## config.mk

```make
export PLATFORM = sky130hd
export DESIGN_NAME = dsia_ctrl
export DESIGN_NICKNAME = d
export VERILOG_FILES = /design/src/rtl/dsia_pkg.sv /design/src/rtl/dsia_ctrl.sv
export SDC_FILE = /design/constraint.sdc
export NUM_CORES = 1
export LEC_CHECK = 0
export BUFFER_PORTS_ARGS = -buffer_cell sky130_fd_sc_hd__buf_2
export CORE_AREA = 2 2 39 41
export CTS_CLUSTER_SIZE = 14
export DETAILED_ROUTE_END_ITERATION = 10
export DIE_AREA = 0 0 41 43
export GPL_TIMING_DRIVEN = 0
export HOLD_SLACK_MARGIN = 0.06
export PLACE_DENSITY_LB_ADDON = 0.3
export RECOVER_POWER = 25
export SLEW_MARGIN = 20
export SYNTH_ARGS = -nofsm -noshare
export SYNTH_HDL_FRONTEND = slang
export SYNTH_SLANG_ARGS = --single-unit
export TNS_END_PERCENT = 1
```

## constraint.sdc

```tcl
create_clock -name i_clk -period 2.45 [get_ports i_clk]
set_input_delay 0.245 -clock i_clk [delete_from_list [all_inputs] [get_ports i_clk]]
set_output_delay 0.245 -clock i_clk [all_outputs]
set_load 0.02 [all_outputs]
```

## src/rtl/dsia_pkg.sv

```systemverilog
package dsia_pkg;

    localparam int TABLE_DEPTH = 512;
    localparam int COUNT_LIMIT = 1000;

    localparam int IDX_W  = $clog2(TABLE_DEPTH);
    localparam int FILL_W = $clog2(TABLE_DEPTH + 1);
    localparam int CNT_W  = $clog2(COUNT_LIMIT);
    localparam int DATE_W = 22;
    localparam int KEY_W  = DATE_W + 1;
    localparam int ID_W   = 31;
    localparam int STS_W  = 2;
    localparam int ENT_W  = KEY_W + CNT_W;

    localparam logic [13:0] YEAR_SCALE  = 14'd10000;
    localparam logic [6:0]  MONTH_SCALE = 7'd100;
    localparam logic [9:0]  ID_SCALE    = 10'd1000;

    localparam logic [STS_W-1:0] STS_OK        = 2'd0;
    localparam logic [STS_W-1:0] STS_COUNT_OVF = 2'd1;
    localparam logic [STS_W-1:0] STS_TABLE_FULL = 2'd2;

    typedef enum logic [2:0] {
        S_IDLE,
        S_KEY,
        S_SCAN,
        S_UPDATE,
        S_MUL,
        S_DONE
    } t_state;

    typedef struct packed {
        logic load;
        logic calc_key;
        logic scan;
        logic update;
        logic mul;
        logic finish;
    } t_cmd;

    typedef struct packed {
        logic scan_hit;
        logic scan_miss;
        logic out_busy;
    } t_sts;

endpackage

```

## src/rtl/dsia_ctrl.sv

```systemverilog
module dsia_ctrl (
    input  logic            i_clk,
    input  logic            i_rst_n,
    input  logic            i_valid,
    input  dsia_pkg::t_sts  i_sts,
    output dsia_pkg::t_cmd  o_cmd,
    output logic            o_in_rdy
);

    dsia_pkg::t_state r_state;
    dsia_pkg::t_state n_state;

    always_ff @(posedge i_clk) begin
        if (!i_rst_n) begin
            r_state <= dsia_pkg::S_IDLE;
        end else begin
            r_state <= n_state;
        end
    end

    always_comb begin
        n_state  = r_state;
        o_cmd    = '0;
        o_in_rdy = 1'b0;
        case (r_state)
            dsia_pkg::S_IDLE: begin
                o_in_rdy = 1'b1;
                if (i_valid) begin
                    o_cmd.load = 1'b1;
                    n_state    = dsia_pkg::S_KEY;
                end
            end
            dsia_pkg::S_KEY: begin
                o_cmd.calc_key = 1'b1;
                n_state        = dsia_pkg::S_SCAN;
            end
            dsia_pkg::S_SCAN: begin
                o_cmd.scan = 1'b1;
                if (i_sts.scan_hit || i_sts.scan_miss) begin
                    n_state = dsia_pkg::S_UPDATE;
                end
            end
            dsia_pkg::S_UPDATE: begin
                o_cmd.update = 1'b1;
                n_state      = dsia_pkg::S_MUL;
            end
            dsia_pkg::S_MUL: begin
                o_cmd.mul = 1'b1;
                n_state   = dsia_pkg::S_DONE;
            end
            dsia_pkg::S_DONE: begin
                if (!i_sts.out_busy) begin
                    o_cmd.finish = 1'b1;
                    n_state      = dsia_pkg::S_IDLE;
                end
            end
            default: begin
                n_state = dsia_pkg::S_IDLE;
            end
        endcase
    end

endmodule

```

==> metrics.md, run 1 <==
| Metric | Value |
|---|---|
| Flop pwr share | `28.0%` |
| Most Crowded Layer GR | `met1` |
| Number of synthesized register bits | `3` |
| Fin nets | `47` |
| Final wirelength | `534 um` |
| Cts repair resizes | `0` |
| Register area share after synthesis | `28.4%` |
| Critical-path top delay cell | `clkbuf_1` |
| Reg2reg start | `r_state[2]` |
| Fin. Hold Viols | `0` |
| Met2 GRT Util | `8.44%` |
| Vias in the first global route | `186` |
| Relative slew slack | `66.7%` |
| Layout Cells excl Fill | `56` |
| CTS Buf Count | `3` |
| Mapped Avg Cell Area | `8.81 sq um` |
| Pin count of the biggest net entering global routing | `11` |
| Clock transition at path regs | `0.04 ns` |
| Outcome | `finished clean` |
| Hold Buf Count CTS | `0` |
| Post-route minimum period | `1.61 ns` |
| DRT Pass-1 Iters | `2` |
| Type of the most critical hold path | `input pin to flip-flop` |
| Placed wire-length estimate | `379 um` |
| R2R cell count | `4` |
| Setup TNS | `0 ns` |
| Longest Clk Path Bufs | `2` |
| Final period util | `65.5%` |
| GP Congestion | `0.585` |
| Final Max Tran Viols | `0` |
| Die Y | `43 um` |
| Hold Path Stages | `3` |
| Clock root cell | `clkbuf_4` |
| Starting Density | `15.3%` |
| Total congestion overflow | `0` |
| Synthesized Nets | `30` |
| Lkg Pwr | `0.144 nW` |
| Max frequency | `623 MHz` |
| CP endpoint kind | `output pin` |
| RSZ-0062 raised after global routing | `false` |
| IO Port Bufs | `12` |
| Gr usage total | `7.41%` |
| Startpoint Class | `flip-flop` |
| CP Max Fanout | `10` |
| Ys Warns | `0` |
| 1st-iter DRT viols | `2` |
| Die area | `1760 sq um` |
| # rows | `14` |
| Regs by FF count | `r_state: 3 flops` |
| Logic pwr share | `27.6%` |
| Vias | `215` |
| Met1 GRT Util | `9.27%` |
| Syn Inst Count | `24` |
| Residual DRC count | `0` |
| CP arrival | `1.36 ns` |
| M3 GR Usage | `7.85%` |
| CP Cell Sequence | `clkbuf_1 > nor3b_1 > buf_2` |
| Core Area | `1380 sq um` |
| Worst vdd ir | `0.000345 V` |
| IO Count | `13` |
| ANT nets after route | `0` |
| Beginning of the critical path | `r_state[2]` |
| Via/cell ratio | `3.84` |
| Max cap viols | `0` |
| # Post-CTS Setup Buffers | `0` |
| Worst R2R End | `r_state[0]` |
| Final setup violation count | `0` |
| Crit path to | `o_cmd[0]` |
| CP peak stage delay | `0.39 ns` |
| Synth cell types | `14` |
| CP Class | `flip-flop to output pin` |
| Net Sw Power | `0.0662 mW` |
| Synth-to-Final Area Change | `46.7%` |
| Clock Latency Late Sink | `0.24 ns` |
| First-pass GRT wire length | `807 um` |
| Placed cells | `52` |
| Switching Fraction | `32.3%` |
| Internal reg-to-reg setup slack | `1.02 ns` |
| Die width | `41 um` |
| Reg with most FFs | `r_state` |
| P per Cell Area | `662 nW/um^2` |
| H-tree depth | `1` |
| Worst Skew | `0.000581 ns` |
| N_diodes | `0` |
| CTS tree | `done` |
| Internal | `0.139 mW` |
| Initial antenna violation count | `0` |
| Final Util | `22.4%` |
| WL/cell | `9.54 um` |
| Layout cells sized above 1 | `47.5%` |
| Mapped cell area | `211 sq um` |
| Clock Power Share | `44.4%` |
| Critical path data required time | `2.20 ns` |
| CTS sink cnt | `3` |
| Slew @ Worst Pin | `0.499 ns` |
| Max reg flops | `3` |
[final cells by class]
type,instances,area (sq um)
Fill cell,151,1070
Multi-Input combinational cell,17,121
Sequential cell,3,60.1
Timing Repair Buffer,12,60.1
Clock buffer,4,26.3
Tap cell,16,20.0
Buffer,2,15.0
Inverter,2,7.51
[kinds of logic (layout without fill, tap and decap cells)]
group / after synthesis / count (layout) / synth area share [%]
DFF: 3 / 3 / 28.4
AOI/OAI and AO/OA: 3 / 3 / 13.6
buffers and inverters: 4 / 20 / 14.2
and+or+nand+nor: 14 / 14 / 43.8
[how the worst min path moves through the flow]
| stage | start | endpoint |
|---|---|---|
| after floorplan | i_rst_n | r_state[2] |
| after global placement | i_rst_n | r_state[1] |
| after detailed placement | i_rst_n | r_state[1] |
| after CTS | i_rst_n | r_state[1] |
| after global routing | i_rst_n | r_state[2] |
| final | i_rst_n | r_state[1] |
[routing by layer]
metal / share of wire (%) / vias up
met2: 35 / 16
met5: 0 / -
met3: 13 / 0
li1: - / 113
met1: 51 / 86
met4: 0 / 0
[synthesized netlist by cell type, drive strengths merged]
master / number / area, sq um
nor3: 2 / 10.0
buf: 2 / 22.5
a31oi: 1 / 6.26
nor2: 4 / 15.0
dfxtp: 3 / 60.1
and2: 1 / 6.26
a221o: 1 / 10.0
inv: 2 / 7.51
nand2b: 1 / 6.26
nand2: 1 / 3.75
nor3b: 4 / 41.3
a211oi: 1 / 12.5
and3b: 1 / 10.0
[worst max-delay path: cells and delay by family, from the launching register on]
kind          cells  cell delay [ns]
flops             1             0.29
buf+inv           2             0.58
simple gates      1             0.24
[power by group through the flow]
stage | clock, mW | sequential [mW] | combinational, mW
floorplan | 0 | 0.0576 | 0.0415
global placement | 0 | 0.0585 | 0.0576
detailed placement | 0 | 0.0586 | 0.0579
CTS | 0.0944 | 0.0578 | 0.0580
global route | 0.0989 | 0.0586 | 0.0616
finish | 0.0911 | 0.0575 | 0.0567
[cells in the final DEF, fill, tap and decap left out, drive strengths merged]
cell type / netlist / routed
and2: 1 / 1
a31oi: 1 / 1
inv: 2 / 2
a221o: 1 / 1
nor3: 2 / 2
nand2: 1 / 1
and3b: 1 / 1
buf: 2 / 13
nor2: 4 / 4
clkbuf: 0 / 5
nand2b: 1 / 1
nor3b: 4 / 4
dfxtp: 3 / 3
a211oi: 1 / 1
[metrics by stage]
stage / worst slack, ns / power, mW / area [sq um] / hold slack, ns
3_3_place_gp: 1.24 / 0.116 / 292 / 0.519
5_1_grt: 0.721 / 0.219 / 310 / 0.285
2_1_floorplan: 0.936 / 0.0991 / 211 / 0.396
4_1_cts: 0.993 / 0.210 / 318 / 0.262
6_report: 0.844 / 0.205 / 310 / 0.261
3_5_place_dp: 1.26 / 0.116 / 292 / 0.510
Note: power is estimated with default switching activity, not from simulation.
==> run 2: changes to the inputs <==
Clock period 2.45 ns to 1.6 ns, I/O delays scaled along.
==> run 2 against run 1 <==
  * Register-to-register slack worse by 0.60 ns
  * Clock skew about the same
  * Utilization increased by 0.54 points
  * Power is 54% higher
  * Clock power is 53% higher
  * Die area is the same
  * Sequential share of layout area decreased by 0.46 points
  * Critical endpoint unchanged
  * Largest cell class unchanged
  * Largest power group unchanged
==> metrics.md, run 2 (same netlist as run 1, synthesis figures left out) <==
| Metric | Value |
|---|---|
| Pwr Total | `0.316 mW` |
| H-tree depth | `1` |
| Worst R2R End | `r_state[0]` |
| Final wirelength | `535 um` |
| CP arrival | `1.21 ns` |
| CTS Buf Count | `3` |
| Worst vdd ir | `0.000529 V` |
| Total congestion overflow | `0` |
| Outcome | `finished clean` |
| # rows | `14` |
| Hold worst-path end | `r_state[1]` |
| CP Class | `flip-flop to output pin` |
| Residual DRC count | `0` |
| P per Cell Area | `994 nW/um^2` |
| Max frequency | `731 MHz` |
| RSZ-0062 raised after global routing | `false` |
| Most frequent cells in the layout | `buf_2, nor2_1, nor3b_1, clkbuf_4, dfxtp_1` |
| N_diodes | `0` |
| WL/cell | `9.55 um` |
| Internal reg-to-reg setup slack | `0.42 ns` |
| Vias | `215` |
| Core Area | `1380 sq um` |
| Hold_sp | `i_rst_n` |
| Initial antenna violation count | `0` |
| Die width | `41 um` |
| Reg with most FFs | `r_state` |
| Clock root cell | `clkbuf_4` |
| Setup WS pre-CTS | `0.431 ns` |
| DRT Pass-1 Iters | `2` |
| Clock transition at path regs | `0.04 ns` |
| CP Max Fanout | `7` |
| Setup TNS | `0 ns` |
| Final instance area | `318 sq um` |
| Fin. Hold Viols | `0` |
| Lkg Pwr | `0.149 nW` |
| DP Area | `292 sq um` |
| Final worst slack | `0.232 ns` |
| Final setup violation count | `0` |
| Pin count of the biggest net entering global routing | `11` |
| Via/cell ratio | `3.84` |
| First-pass GRT wire length | `807 um` |
| Max cap viols | `0` |
| IO Count | `13` |
| Starting Density | `15.3%` |
| Vias in the first global route | `186` |
| Slew @ Worst Pin | `0.270 ns` |
| Critical path data required time | `1.44 ns` |
| Die Y | `43 um` |
| Placed wire-length estimate | `379 um` |
| Fin nets | `47` |
| Gr usage total | `7.41%` |
| Final Max Tran Viols | `0` |
| Synth-to-Final Area Change | `50.3%` |
| Post-route minimum period | `1.37 ns` |
| Final period util | `85.5%` |
| CP endpoint kind | `output pin` |
| CTS sink cnt | `3` |
| Cts repair resizes | `0` |
| IO Port Bufs | `12` |
| Type of the most critical hold path | `input pin to flip-flop` |
| 1st-iter DRT viols | `2` |
| R2R cell count | `4` |
| # Post-CTS Setup Buffers | `0` |
| Hold slack | `0.176 ns` |
| Die area | `1760 sq um` |
| Clock Latency Late Sink | `0.24 ns` |
| Reg2reg start | `r_state[1]` |
| ANT nets after route | `0` |
| Relative slew slack | `82.0%` |
| Max reg flops | `3` |
| Hold Buf Count CTS | `0` |
| Hold Path Stages | `3` |
| CTS tree | `done` |
| Longest Clk Path Bufs | `2` |
| Startpoint Class | `flip-flop` |
| GP Congestion | `0.585` |
| Regs by FF count | `r_state: 3 flops` |
| Beginning of the critical path | `r_state[0]` |
| Worst Skew | `0.000605 ns` |
| Layout cells sized above 1 | `50.0%` |
| Most common cell after layout, fill and taps aside | `buf_2` |
run 2: cell type report:
| cell class | instances | area (sq um) |
|---|---|---|
| tap | 16 | 20.0 |
| inverter | 2 | 7.51 |
| sequential | 3 | 60.1 |
| buffer | 2 | 22.5 |
| fill | 151 | 1070 |
| clock buffer | 4 | 26.3 |
| multi-input combinational | 17 | 121 |
| timing repair buffer | 12 | 60.1 |
run 2: through the flow:
| stage | util (%) | instances |
|---|---|---|
| floorplan | - | 24 |
| global placement | 21.1 | 52 |
| detailed placement | 21.1 | 52 |
| CTS | 23.0 | 56 |
| global route | 23.0 | 56 |
| finish | 23.0 | 56 |
run 2: worst max-delay path by stage:
| stage | depth (start not counted) | endpoint |
|---|---|---|
| floorplan | 3 | o_cmd[5] |
| global placement | 4 | r_state[0] |
| detailed placement | 4 | r_state[0] |
| CTS | 3 | o_cmd[0] |
| global route | 3 | o_cmd[0] |
| finish | 3 | o_cmd[0] |
run 2: report_power, final:
group          leakage, nW  total, mW  internal (mW)  switching [mW]
logic                0.109     0.0882         0.0392          0.0491
clock network       0.0150      0.139         0.0939          0.0454
registers           0.0246     0.0883         0.0814         0.00691
run 2: layer usage:
metal,vias to the layer above,global-route usage (%),wire [um]
li1,113,-,-
met1,86,9.27,275
met2,16,8.44,186
met3,0,7.85,73
met4,0,2.00,0
met5,-,0,0
run 2: critical path: stages, from the launching register on:
cell and delay (ns):
dfxtp_1 0.46, nand2b_1 0.11, nor3b_1 0.20, buf_2 0.19
